[src/design/hgpw_div_cell.sv]
// ----------------------------------------------------------------------------
// hgpw_div_cell: one restoring-division step
// Takes one numerator bit, emits one quotient bit, passes sideband along.
// ----------------------------------------------------------------------------
`timescale 1ns / 1ps

module hgpw_div_cell #(
  parameter int NW = 28,
  parameter int DW = 12,
  parameter int SW = 8
) (
  input  logic          clk,
  input  logic          rst_n,
  input  logic          en,
  input  logic          v_i,
  input  logic [DW-1:0] rem_i,
  input  logic [NW-1:0] nq_i,
  input  logic [DW-1:0] d_i,
  input  logic [SW-1:0] side_i,
  output logic          v_o,
  output logic [DW-1:0] rem_o,
  output logic [NW-1:0] nq_o,
  output logic [DW-1:0] d_o,
  output logic [SW-1:0] side_o
);

  logic          v_r;
  logic [DW-1:0] rem_r, rem_nxt;
  logic [NW-1:0] nq_r, nq_nxt;
  logic [DW-1:0] d_r;
  logic [SW-1:0] side_r;
  logic [DW:0]   trial, diff;
  logic          ge;

  assign trial   = {rem_i, nq_i[NW-1]};
  assign diff    = trial - {1'b0, d_i};
  assign ge      = trial >= {1'b0, d_i};
  assign rem_nxt = ge ? diff[DW-1:0] : trial[DW-1:0];
  assign nq_nxt  = {nq_i[NW-2:0], ge};

  always_ff @(posedge clk) begin
    if (!rst_n) begin
      v_r <= 1'b0;
    end else if (en) begin
      v_r <= v_i;
    end
  end

  always_ff @(posedge clk) begin
    if (en) begin
      rem_r  <= rem_nxt;
      nq_r   <= nq_nxt;
      d_r    <= d_i;
      side_r <= side_i;
    end
  end

  assign v_o    = v_r;
  assign rem_o  = rem_r;
  assign nq_o   = nq_r;
  assign d_o    = d_r;
  assign side_o = side_r;

endmodule

[config.mk]
export PLATFORM = sky130hd
export DESIGN_NAME = hgpw_div_cell
export DESIGN_NICKNAME = d
export VERILOG_FILES = /design/src/design/hgpw_div_cell.sv
export SDC_FILE = /design/constraint.sdc
export NUM_CORES = 1
export LEC_CHECK = 0
export ABC_AREA = 1
export BUFFER_PORTS_ARGS = -buffer_cell sky130_fd_sc_hd__buf_2
export CORE_ASPECT_RATIO = 1.75
export CORE_MARGIN = 5
export CORE_UTILIZATION = 35
export CTS_BUF_LIST = sky130_fd_sc_hd__clkbuf_8
export DETAILED_ROUTE_END_ITERATION = 10
export SLEW_MARGIN = 0
export SYNTH_ARGS = -nofsm -noshare
export SYNTH_HDL_FRONTEND = slang
export SYNTH_SLANG_ARGS = --single-unit
[constraint.sdc]
create_clock -name clk -period 2.3 [get_ports clk]
set_clock_uncertainty 0.1 [all_clocks]
set_input_delay 0.115 -clock clk [delete_from_list [all_inputs] [get_ports clk]]
set_output_delay 0.115 -clock clk [all_outputs]
set_load 0.02 [all_outputs]
==> results of run 1 <==
## cell families (layout without fill, tap and decap cells)
logic type / Yosys count / after routing / share of synthesized area (%)
fa+ha+maj: 13 / 13 / 5.95
simple gates: 108 / 109 / 18.8
buf+inv: 47 / 240 / 6.74
compound gates: 12 / 12 / 2.89
flops: 61 / 61 / 63.7
xor+xnor: 6 / 6 / 1.84
## through the flow
stage                     cells  total power, uW  utilization, %  hold WS [ns]  TNS [ns]
after floorplan             247             1750               -         0.108         0
after global placement      462             1960            45.0         0.192         0
after detailed placement    462             1970            45.0         0.193         0
after CTS                   527             2910            53.5        0.0119         0
after global routing        531             3040            54.1        0.0213  -0.00436
final                       531             2890            54.1        0.0301         0
## worst reg2reg max path: stages (launching register included)
cell	delay, ns
dfxtp_1	0.31
o21ai_0	0.15
a21oi_1	0.05
dlygate4sd3_1	0.55
## timing repair
item | CTS | global route
hold endpoints to repair | 48 | 0
gates resized for setup | 0 | 2
buffers inserted | 0 | 3
endpoints found under the setup margin | 0 | 12
hold buffers | 49 | 0
## cell usage after synthesis
| cell type | number | area (um2) |
|---|---|---|
| inv_1 | 44 | 165 |
| nand3b_1 | 2 | 15.0 |
| fa_1 | 1 | 20.0 |
| nor3_2 | 1 | 10.0 |
| edfxtp_1 | 60 | 1800 |
| o21ai_0 | 4 | 20.0 |
| a21oi_4 | 1 | 16.3 |
| nand2_1 | 61 | 229 |
| nor2_4 | 1 | 11.3 |
| nand3_1 | 9 | 45.0 |
| ha_1 | 12 | 150 |
| nand3_2 | 6 | 60.1 |
| dfxtp_1 | 1 | 20.0 |
| nor3_1 | 1 | 5.00 |
| nand2_4 | 1 | 11.3 |
| buf_12 | 1 | 20.0 |
| inv_2 | 2 | 7.51 |
| a21oi_1 | 4 | 20.0 |
| nor2_2 | 2 | 12.5 |
| xor2_1 | 5 | 43.8 |
| xnor2_1 | 1 | 8.76 |
| nand4_1 | 9 | 56.3 |
| nand2_2 | 5 | 31.3 |
| o21ai_2 | 3 | 26.3 |
| nor2_1 | 9 | 33.8 |
| nand3_4 | 1 | 17.5 |
## final cells by class
class | instances | area share (%)
clock buffer | 9 | 2.88
clock inverter | 7 | 1.34
inverter | 46 | 4.01
multi-input combinational | 140 | 20.2
sequential | 61 | 42.3
tap | 90 | 2.62
timing repair buffer | 178 | 26.7
## flip-flops by register name, summed over array words and instances (netlist names)
name,count
d_o,12
nq_o,28
rem_o,12
side_o,8
v_o,1
## path summary, 6_finish.rpt
| path | slack (ns) | to | startpoint |
|---|---|---|---|
| max | 0.08 | rem_o[5]$_DFFE_PP_ | d_i[8] |
| min | 0.03 | rem_o[8]$_DFFE_PP_ | rem_i[7] |
| max reg2reg | 1.03 | v_o$_SDFFE_PN0P_ | v_o$_SDFFE_PN0P_ |
| min reg2reg | 0.98 | v_o$_SDFFE_PN0P_ | v_o$_SDFFE_PN0P_ |
## routing by layer
metal	vias up	part of all wire (%)	GRT usage, %	wire length, um
met5	-	0	0	0
met3	10	4.9	3.96	383
met2	77	60	31.9	4630
li1	1205	-	-	-
met4	0	1.7	7.42	135
met1	1126	34	14.3	2610
## power groups by stage
stage	logic [uW]	registers [uW]	clock network, uW
floorplan	221	1530	0
global placement	574	1390	0
detailed placement	580	1390	0
CTS	647	1370	900
global route	721	1380	940
finish	653	1370	865
## cell usage in the layout (no fill, tap or decap)
| cell type | Yosys | routed |
|---|---|---|
| nand3_4 | 1 | 3 |
| inv_1 | 44 | 45 |
| a21oi_1 | 4 | 4 |
| nor2_2 | 2 | 2 |
| clkinv_2 | 0 | 1 |
| bufinv_16 | 0 | 1 |
| nand2_2 | 5 | 5 |
| ha_1 | 12 | 12 |
| nand3_2 | 6 | 5 |
| buf_4 | 0 | 5 |
| nand2_1 | 61 | 61 |
| clkinvlp_4 | 0 | 1 |
| edfxtp_1 | 60 | 60 |
| buf_2 | 0 | 124 |
| a21oi_4 | 1 | 1 |
| xor2_1 | 5 | 5 |
| nor2_4 | 1 | 1 |
| nor3_2 | 1 | 1 |
| nand2_4 | 1 | 1 |
| clkinv_1 | 0 | 3 |
| nor3_1 | 1 | 1 |
| clkbuf_8 | 0 | 9 |
| nand3b_1 | 2 | 2 |
| nor2_1 | 9 | 9 |
| nand3_1 | 9 | 9 |
| dfxtp_1 | 1 | 1 |
| xnor2_1 | 1 | 1 |
| o21ai_2 | 3 | 3 |
| fa_1 | 1 | 1 |
| nand4_1 | 9 | 9 |
| o21ai_0 | 4 | 4 |
| dlygate4sd3_1 | 0 | 49 |
| inv_2 | 2 | 2 |
==> key figures, run 1 <==
Timing
  • Final setup violation count: 0
  • Slew at the pin closest to its max-slew limit: about 0.46 ns
  • Peak Freq: about 0.45 GHz
  • Fin worst setup slack: around 0.082 ns
  • Tmin final: 2.22 ns
  • Fin. Hold Viols: 0
  • Tcrit/Tclk final: around 96%
  • Final Max Slew Viols: 0
  • Slew headroom: 69.3%

Detailed routing
  • Routed len/inst: 14.6 um
  • Post-route ant nets: 0
  • WL final: 7.75 mm
  • Vias per inst: between 4 and 5
  • Vias: 2418
  • 1st-pass router iterations: 4
  • DRC viols: 0
  • DR iter-0 viols: 92

Floorplanning
  • I/O pin total: 125
  • Starting density of the core: 35.9%
  • Core ar.: 7960 um2
  • DIE AREA: between 10000 and 15000 um2
  • Die H: 130 um
  • DIE WIDTH: 78.3 um
  • Row count: between 40 and 50

GRT
  • Initial antenna violation count: 0
  • Total Routing Usage GR: roughly 16%
  • Vias in the first global route: between 2000 and 3000
  • Largest net degree at the start of global routing: 24
  • Global route total overflow: 0
  • Wire length of the first global-routing pass: about 12 mm

Finish
  • Share of post-route cells with drive strength above 1: 37.4%
  • Fillers: 733
  • Area Overhead vs Synth: 50.7%
  • Area of the multi-input gates: a little under 900 um2
  • NumNets Final: 513
  • Storage element area: around 1800 um2
  • Inserted Diodes: 0
  • Final Cell Area: 4310 um2

Yosys
  • Syn avg cell area: 11.6 um2
  • Synth Instances: 247
  • Sequential element share of the synthesized area: roughly 64%
  • Yosys cell types: 26
  • Synthesized flop and latch total: 61
  • Post-Syn Nets: 324
  • Yosys warnings: 0
  • Synthesized cell area: 2860 um2

Setup path
  • Cell mode on critical path: nand3_4
  • Levels on crit path: 10
  • Critical path's slowest cell: dlygate4sd3_1
  • Max incr delay on CP: 0.54 ns
  • Critical path type: in -> reg
  • Crit path capture type: register
  • CP delay by family, top: buffers and inverters
  • Crit path DAT: around 2.2 ns
  • Critical path data required time: 2.29 ns
  • Critical path cell sequence: dlygate4sd3_1 > buf_2 > inv_1 > ha_1 > nand2_1 > nor3_2 > nand3_4 > nand3_4 > buf_4 > o21ai_2
  • CP max FO: 9
  • CP startpoint kind: primary input
  • Buf/Inv on CP: 4
  • Worst R2R Path Depth: 3

Clocking
  • CTS Buffer Depth: 2
  • Clock Sinks: 61
  • CTS H-tree depth: 3
  • Worst-skew pair later-pin latency: 0.32 ns
  • Reg clk slew, reported paths: 0.07 ns
  • CTS tree: done
  • Cts bufs inserted: 9
  • CTS root buf: clkbuf_8

Worst hold path
  • Min-delay worst type: in -> reg
  • Worst Hold Depth: 3

Place
  • Port Buffers: 124
  • Hpwl dp: 5.61 mm
  • Area after DPL: 3590 um2
  • Gpl congestion: 0.868
  • Pre-CTS setup slack: 0.225 ns

Run
  • Max-cap viol count: 0

Power and ir drop
  • Switching Fraction: 27.7%
  • P_int: approximately 2100 uW
  • Clk pwr share: 30.0%
  • Peak supply drop: 0.276 mV
  • Ratio of total power to cell area: 670 nW/um2
  • Combinational power share: 22.6%
  • Seq pwr share: 47.4%
  • Switching power: 798 uW
  • Pleak: ~0.0021 uW

Outcome
  • Status: finished clean
Power figures use the tool's default switching activity.
==> run 2: changes to the inputs <==
==> constraint.sdc (replaced) <==
create_clock -name clk -period 2.3 [get_ports clk]
set_clock_uncertainty 0.1 [all_clocks]
set_input_delay 0.345 -clock clk [delete_from_list [all_inputs] [get_ports clk]]
set_output_delay 0.345 -clock clk [all_outputs]
set_load 0.02 [all_outputs]
==> key figures, run 2 (synthesis gave the netlist of run 1 again) <==
Power and ir drop
  • Pleak: 0.00187 uW (was 0.00207 uW)
  • Clk pwr share: 33.7% (was 30.0%)
  • P_int: 2140 uW (was 2090 uW)
  • Peak supply drop: 0.267 mV (was 0.276 mV)
  • Switching power: 796 uW (was 798 uW)
  • Ratio of total power to cell area: 771 nW/um2 (was 670 nW/um2)
  • Combinational power share: 19.9% (was 22.6%)
  • Seq pwr share: 46.4% (was 47.4%)
  • Switching Fraction: 27.1% (was 27.7%)

Timing
  • Tmin final: 1.86 ns (was 2.22 ns)
  • Final setup violation count: 0 (unchanged)
  • RSZ-0062 raised after global routing: no
  • Peak Freq: 0.538 GHz (was 0.451 GHz)
  • Setup TNS: 0 ns (unchanged)
  • Final Max Slew Viols: 0 (unchanged)
  • Fin. Hold Viols: 0 (unchanged)
  • Tcrit/Tclk final: 80.8% (was 96.4%)
  • Slew headroom: 77.6% (was 69.3%)
  • Slew at the pin closest to its max-slew limit: 0.334 ns (was 0.461 ns)

Setup path
  • Critical path data required time: 2.28 ns (was 2.29 ns)
  • Crit path capture type: register (unchanged)
  • Source of the critical timing path: rem_i[7] (was d_i[8])
  • Crit path DAT: 1.84 ns (was 2.20 ns)
  • Worst R2R Path Depth: 2 (was 3)
  • CP startpoint kind: primary input (unchanged)
  • Critical path type: in -> reg (unchanged)
  • CP max FO: 19 (was 9)
  • Worst reg2reg path endpoint: v_o$_SDFFE_PN0P_ (unchanged)
  • R2r setup slk: 1.57 ns (was 1.03 ns)
  • R2R Path Start: v_o$_SDFFE_PN0P_ (unchanged)

Place
  • Hpwl dp: 5.51 mm (was 5.61 mm)
  • Area after DPL: 3610 um2 (was 3590 um2)
  • Port Buffers: 124 (unchanged)
  • Gpl congestion: 0.828 (was 0.868)

Clocking
  • Worst-skew pair later-pin latency: 0.32 ns (about the same)
  • CTS H-tree depth: 3 (unchanged)
  • CTS root buf: clkbuf_8 (unchanged)
  • Cts bufs inserted: 9 (unchanged)
  • Post-CTS Setup Inserts: 0 (unchanged)
  • Post-cts resize count: 0 (unchanged)
  • CTS hold repair buffers: 0 (was 49)
  • Reg clk slew, reported paths: 0.07 ns (about the same)
  • CTS tree: done (unchanged)
  • Clock Sinks: 61 (unchanged)
  • CTS Buffer Depth: 2 (unchanged)

Finish
  • Inserted Diodes: 0 (unchanged)
  • Area of the multi-input gates: 843 um2 (was 868 um2)
  • NumNets Final: 461 (was 513)
  • Share of post-route cells with drive strength above 1: 41.9% (was 37.4%)
  • Area Overhead vs Synth: 33.4% (was 50.7%)
  • Max FFs per register: 28 (unchanged)
  • Most common cell after layout, fill and taps aside: buf_2 (unchanged)
  • Fillers: 768 (was 733)
  • Storage element area: 1820 um2 (unchanged)
  • Final Cell Area: 3810 um2 (was 4310 um2)
  • Leading cell types in the layout, fill and taps excluded: buf_2 (124), nand2_1 (61), edfxtp_1 (60) (unchanged)
  • Final Core Density: 47.9% (was 54.1%)

GRT
  • Largest net degree at the start of global routing: 63 (was 24)
  • Vias in the first global route: 2231 (was 2622)
  • Initial antenna violation count: 0 (unchanged)
  • Global route total overflow: 0 (unchanged)
  • Wire length of the first global-routing pass: 10.6 mm (was 12.2 mm)
  • Total Routing Usage GR: 14.0% (was 15.8%)

Detailed routing
  • Vias per inst: 4.49 (was 4.55)
  • Vias: 2151 (was 2418)
  • Post-route ant nets: 0 (unchanged)
  • 1st-pass router iterations: 4 (unchanged)
  • DR iter-0 viols: 89 (was 92)
  • WL final: 6.91 mm (was 7.75 mm)
  • DRC viols: 0 (unchanged)
  • Routed len/inst: 14.4 um (was 14.6 um)

Floorplanning
  • Die H: 130 um (unchanged)
  • Core ar.: 7960 um2 (unchanged)
  • Row count: 43 (unchanged)
  • Starting density of the core: 35.9% (unchanged)
  • DIE AREA: 10100 um2 (unchanged)
  • DIE WIDTH: 78.3 um (unchanged)
  • I/O pin total: 125 (unchanged)

Worst hold path
  • Min-delay worst type: in -> reg (unchanged)
  • WHS Endpoint: nq_o[15]$_DFFE_PP_ (was rem_o[8]$_DFFE_PP_)
  • Worst Hold Depth: 1 (was 3)
  • Worst Hold Launch: nq_i[14] (was rem_i[7])

Run
  • Max-cap viol count: 0 (unchanged)

Outcome
  • Status: finished clean (unchanged)
==> run 2: final cells by class <==
cell class | instances | share of cell area [%]
Tap cell | 90 | 2.95
Multi-Input combinational cell | 139 | 22.1
Timing Repair Buffer | 127 | 17.2
Clock buffer | 9 | 3.25
Clock inverter | 7 | 2.13
Inverter | 46 | 4.53
Sequential cell | 61 | 47.8
==> run 2: worst max-delay path by stage <==
stage	endpoint	slack, ns	depth (start not counted)
finish	rem_o[5]$_DFFE_PP_	0.44	10
CTS	rem_o[5]$_DFFE_PP_	0.46	10
global placement	rem_o[5]$_DFFE_PP_	0.11	10
global route	rem_o[0]$_DFFE_PP_	0.32	10
detailed placement	rem_o[5]$_DFFE_PP_	0.11	10
floorplan	rem_o[6]$_DFFE_PP_	0.39	11
==> run 2: power by group through the flow <==
| stage | clock network, uW | registers [uW] | logic (uW) |
|---|---|---|---|
| 2_1_floorplan | 0 | 1530 | 221 |
| 3_3_place_gp | 0 | 1390 | 587 |
| 3_5_place_dp | 0 | 1390 | 591 |
| 4_1_cts | 1030 | 1370 | 593 |
| 5_1_grt | 1070 | 1370 | 638 |
| 6_report | 990 | 1360 | 583 |
==> run 2: stage by stage <==
stage          total power (uW)  setup WS, ns  std cells  hold WS (ns)
4_1_cts                    2980         0.462        479        0.0639
5_1_grt                    3090         0.317        479        0.0612
3_5_place_dp               1980         0.110        463         0.423
3_3_place_gp               1970         0.111        463         0.422
6_report                   2940         0.440        479        0.0860
2_1_floorplan              1750         0.390        247         0.338
==> run 2: critical path, stage by stage <==
cell and delay, ns:
buf_2 0.12, ha_1 0.37, nand2_1 0.10, nand2_1 0.08
inv_1 0.07, nand2_2 0.07, a21oi_4 0.17, nand3_4 0.26
nand2_1 0.18, o21ai_2 0.06
==> run 2: metal layers <==
metal | up-vias | GRT usage (%) | part of all wire [%] | routed length, um
met3 | 9 | 3.48 | 5.8 | 399
met5 | - | 0 | 0 | 0
met4 | 0 | 7.42 | 2.2 | 151
met1 | 974 | 13.2 | 34 | 2370
li1 | 1101 | - | - | -
met2 | 67 | 27.1 | 58 | 3990
==> run 3: changes to the inputs <==
==> constraint.sdc (replaced) <==
create_clock -name clk -period 1.7 [get_ports clk]
set_clock_uncertainty 0.1 [all_clocks]
set_input_delay 0.255 -clock clk [delete_from_list [all_inputs] [get_ports clk]]
set_output_delay 0.255 -clock clk [all_outputs]
set_load 0.02 [all_outputs]
==> key figures, run 3 (synthesis gave the netlist of run 1 again) <==
Finish
  • Max FFs per register: 28 (unchanged)
  • Share of post-route cells with drive strength above 1: 46.0% (was 41.9%)
  • Final Non-Filler Cells: 549 (was 479)
  • NumNets Final: 531 (was 461)
  • Inserted Diodes: 0 (unchanged)
  • Area Overhead vs Synth: 60.8% (was 33.4%)
  • Leading cell types in the layout, fill and taps excluded: buf_2 (124), nand2_1 (60), edfxtp_1 (60) (was buf_2 (124), nand2_1 (61), edfxtp_1 (60))
  • Most common cell after layout, fill and taps aside: buf_2 (unchanged)

Outcome
  • Status: finished clean (unchanged)

Detailed routing
  • Routed len/inst: 13.2 um (was 14.4 um)
  • Post-route ant nets: 0 (unchanged)
  • 1st-pass router iterations: 4 (unchanged)
  • WL final: 7.27 mm (was 6.91 mm)
  • DRC viols: 0 (unchanged)
  • Vias: 2412 (was 2151)
  • Vias per inst: 4.39 (was 4.49)
  • DR iter-0 viols: 76 (was 89)

Setup path
  • Critical path data required time: 1.66 ns (was 2.28 ns)
  • Critical path type: in -> reg (unchanged)
  • CP delay by family, top: buffers and inverters (was simple AND/OR/NAND/NOR gates)
  • Critical path cell sequence: buf_2 > inv_12 > ha_4 > nand2_4 > inv_2 > nand2_1 > nand2_2 > a21oi_4 > nand3_4 > buf_12 > nand2_1 > o21ai_0 (was buf_2 > ha_1 > nand2_1 > nand2_1 > inv_1 > nand2_2 > a21oi_4 > nand3_4 > nand2_1 > o21ai_2)
  • Max incr delay on CP: 0.26 ns (was 0.37 ns)
  • CP startpoint kind: primary input (unchanged)
  • Buf/Inv on CP: 4 (was 2)
  • Crit path capture type: register (unchanged)
  • Cell mode on critical path: nand2_1 (unchanged)
  • CP max FO: 17 (was 19)
  • Crit path DAT: 1.58 ns (was 1.84 ns)
  • Critical path's slowest cell: ha_4 (was ha_1)

Power and ir drop
  • Pleak: 0.00219 uW (was 0.00187 uW)
  • Combinational power share: 24.1% (was 19.9%)
  • Switching power: 1080 uW (was 796 uW)
  • Clk pwr share: 31.2% (was 33.7%)
  • Ratio of total power to cell area: 901 nW/um2 (was 771 nW/um2)
  • Switching Fraction: 26.0% (was 27.1%)
  • Peak supply drop: 0.478 mV (was 0.267 mV)
  • P_int: 3060 uW (was 2140 uW)
  • Seq pwr share: 44.6% (was 46.4%)

GRT
  • Initial antenna violation count: 0 (unchanged)
  • Global route total overflow: 0 (unchanged)
  • Wire length of the first global-routing pass: 11.7 mm (was 10.6 mm)
  • Largest net degree at the start of global routing: 63 (unchanged)
  • Vias in the first global route: 2599 (was 2231)
  • Total Routing Usage GR: 15.1% (was 14.0%)

Floorplanning
  • I/O pin total: 125 (unchanged)
  • DIE AREA: 10100 um2 (unchanged)
  • Row count: 43 (unchanged)
  • Starting density of the core: 35.9% (unchanged)
  • Core ar.: 7960 um2 (unchanged)
  • DIE WIDTH: 78.3 um (unchanged)
  • Die H: 130 um (unchanged)

Place
  • Port Buffers: 124 (unchanged)
  • Post-Place Cells: 495 (was 463)
  • Hpwl dp: 5.51 mm (about the same)
  • Gpl congestion: 0.808 (was 0.828)

Clocking
  • CTS tree: done (unchanged)
  • Reg clk slew, reported paths: 0.06 ns (was 0.07 ns)
  • Cts bufs inserted: 9 (unchanged)
  • Post-cts resize count: 0 (unchanged)
  • Post-CTS Setup Inserts: 0 (unchanged)
  • Clock Sinks: 61 (unchanged)
  • CTS hold repair buffers: 38 (was 0)
  • CTS root buf: clkbuf_8 (unchanged)
  • Worst-skew pair later-pin latency: 0.31 ns (was 0.32 ns)
  • CTS H-tree depth: 3 (unchanged)
  • CTS Buffer Depth: 2 (unchanged)

Timing
  • Slew headroom: 78.2% (was 77.6%)
  • Slew at the pin closest to its max-slew limit: 0.326 ns (was 0.334 ns)
  • RSZ-0062 raised after global routing: no (unchanged)
  • Final Max Slew Viols: 0 (unchanged)
  • Peak Freq: 0.620 GHz
  • Fin. Hold Viols: 0 (unchanged)
  • Tmin final: 1.61 ns
  • Final setup violation count: 0 (unchanged)
  • Tcrit/Tclk final: about 95%
  • WHS: 0.0285 ns (was 0.0860 ns)

Worst hold path
  • Min-delay worst type: in -> reg (unchanged)

Run
  • Max-cap viol count: 0 (unchanged)
[run 3: worst paths after layout]
kind,from,endpoint,slack [ns],depth (start not counted)
min,d_i[3],d_o[3]$_DFFE_PP_,0.03,1
min reg2reg,v_o$_SDFFE_PN0P_,v_o$_SDFFE_PN0P_,0.45,2
max reg2reg,v_o$_SDFFE_PN0P_,v_o$_SDFFE_PN0P_,0.96,2
max,d_i[8],rem_o[1]$_DFFE_PP_,0.09,12
[run 3: per-layer routing]
metal	global-route usage, %	share of wire (%)	vias to the layer above
li1	-	-	1234
met1	14.4	35	1098
met2	29.1	58	66
met3	3.27	4.4	14
met4	8.34	3.2	0
met5	0	0	-
[run 3: per-stage QoR]
step | util, % | instance area, um2 | setup TNS, ns | setup WS [ns] | power [uW]
6_report | 57.7 | 4600 | 0 | 0.0880 | 4140
5_1_grt | 57.7 | 4600 | 0 | 0.0156 | 4380
4_1_cts | 57.7 | 4600 | 0 | 0.108 | 4210
3_5_place_dp | 50.4 | 4010 | -2.86 | -0.250 | 2820
3_3_place_gp | 50.4 | 4010 | -2.60 | -0.232 | 2810
2_1_floorplan | - | 3010 | -0.0961 | -0.0189 | 2410
[run 3: final cells by class]
cell class                      instances  area (um2)
Sequential cell                        61        1820
Fill cell                             712        3370
Multi-Input combinational cell        139         976
Inverter                               46         193
Timing Repair Buffer                  197        1290
Clock inverter                          7        80.1
Clock buffer                            9         124
Tap cell                               90         113
[run 3: power groups by stage]
stage                     combinational (uW)  sequential [uW]  clock (uW)
after global placement                   933             1880           0
final                                   1000             1850        1290
after floorplan                          341             2070           0
after CTS                               1010             1850        1350
after detailed placement                 944             1880           0
after global routing                    1100             1860        1420
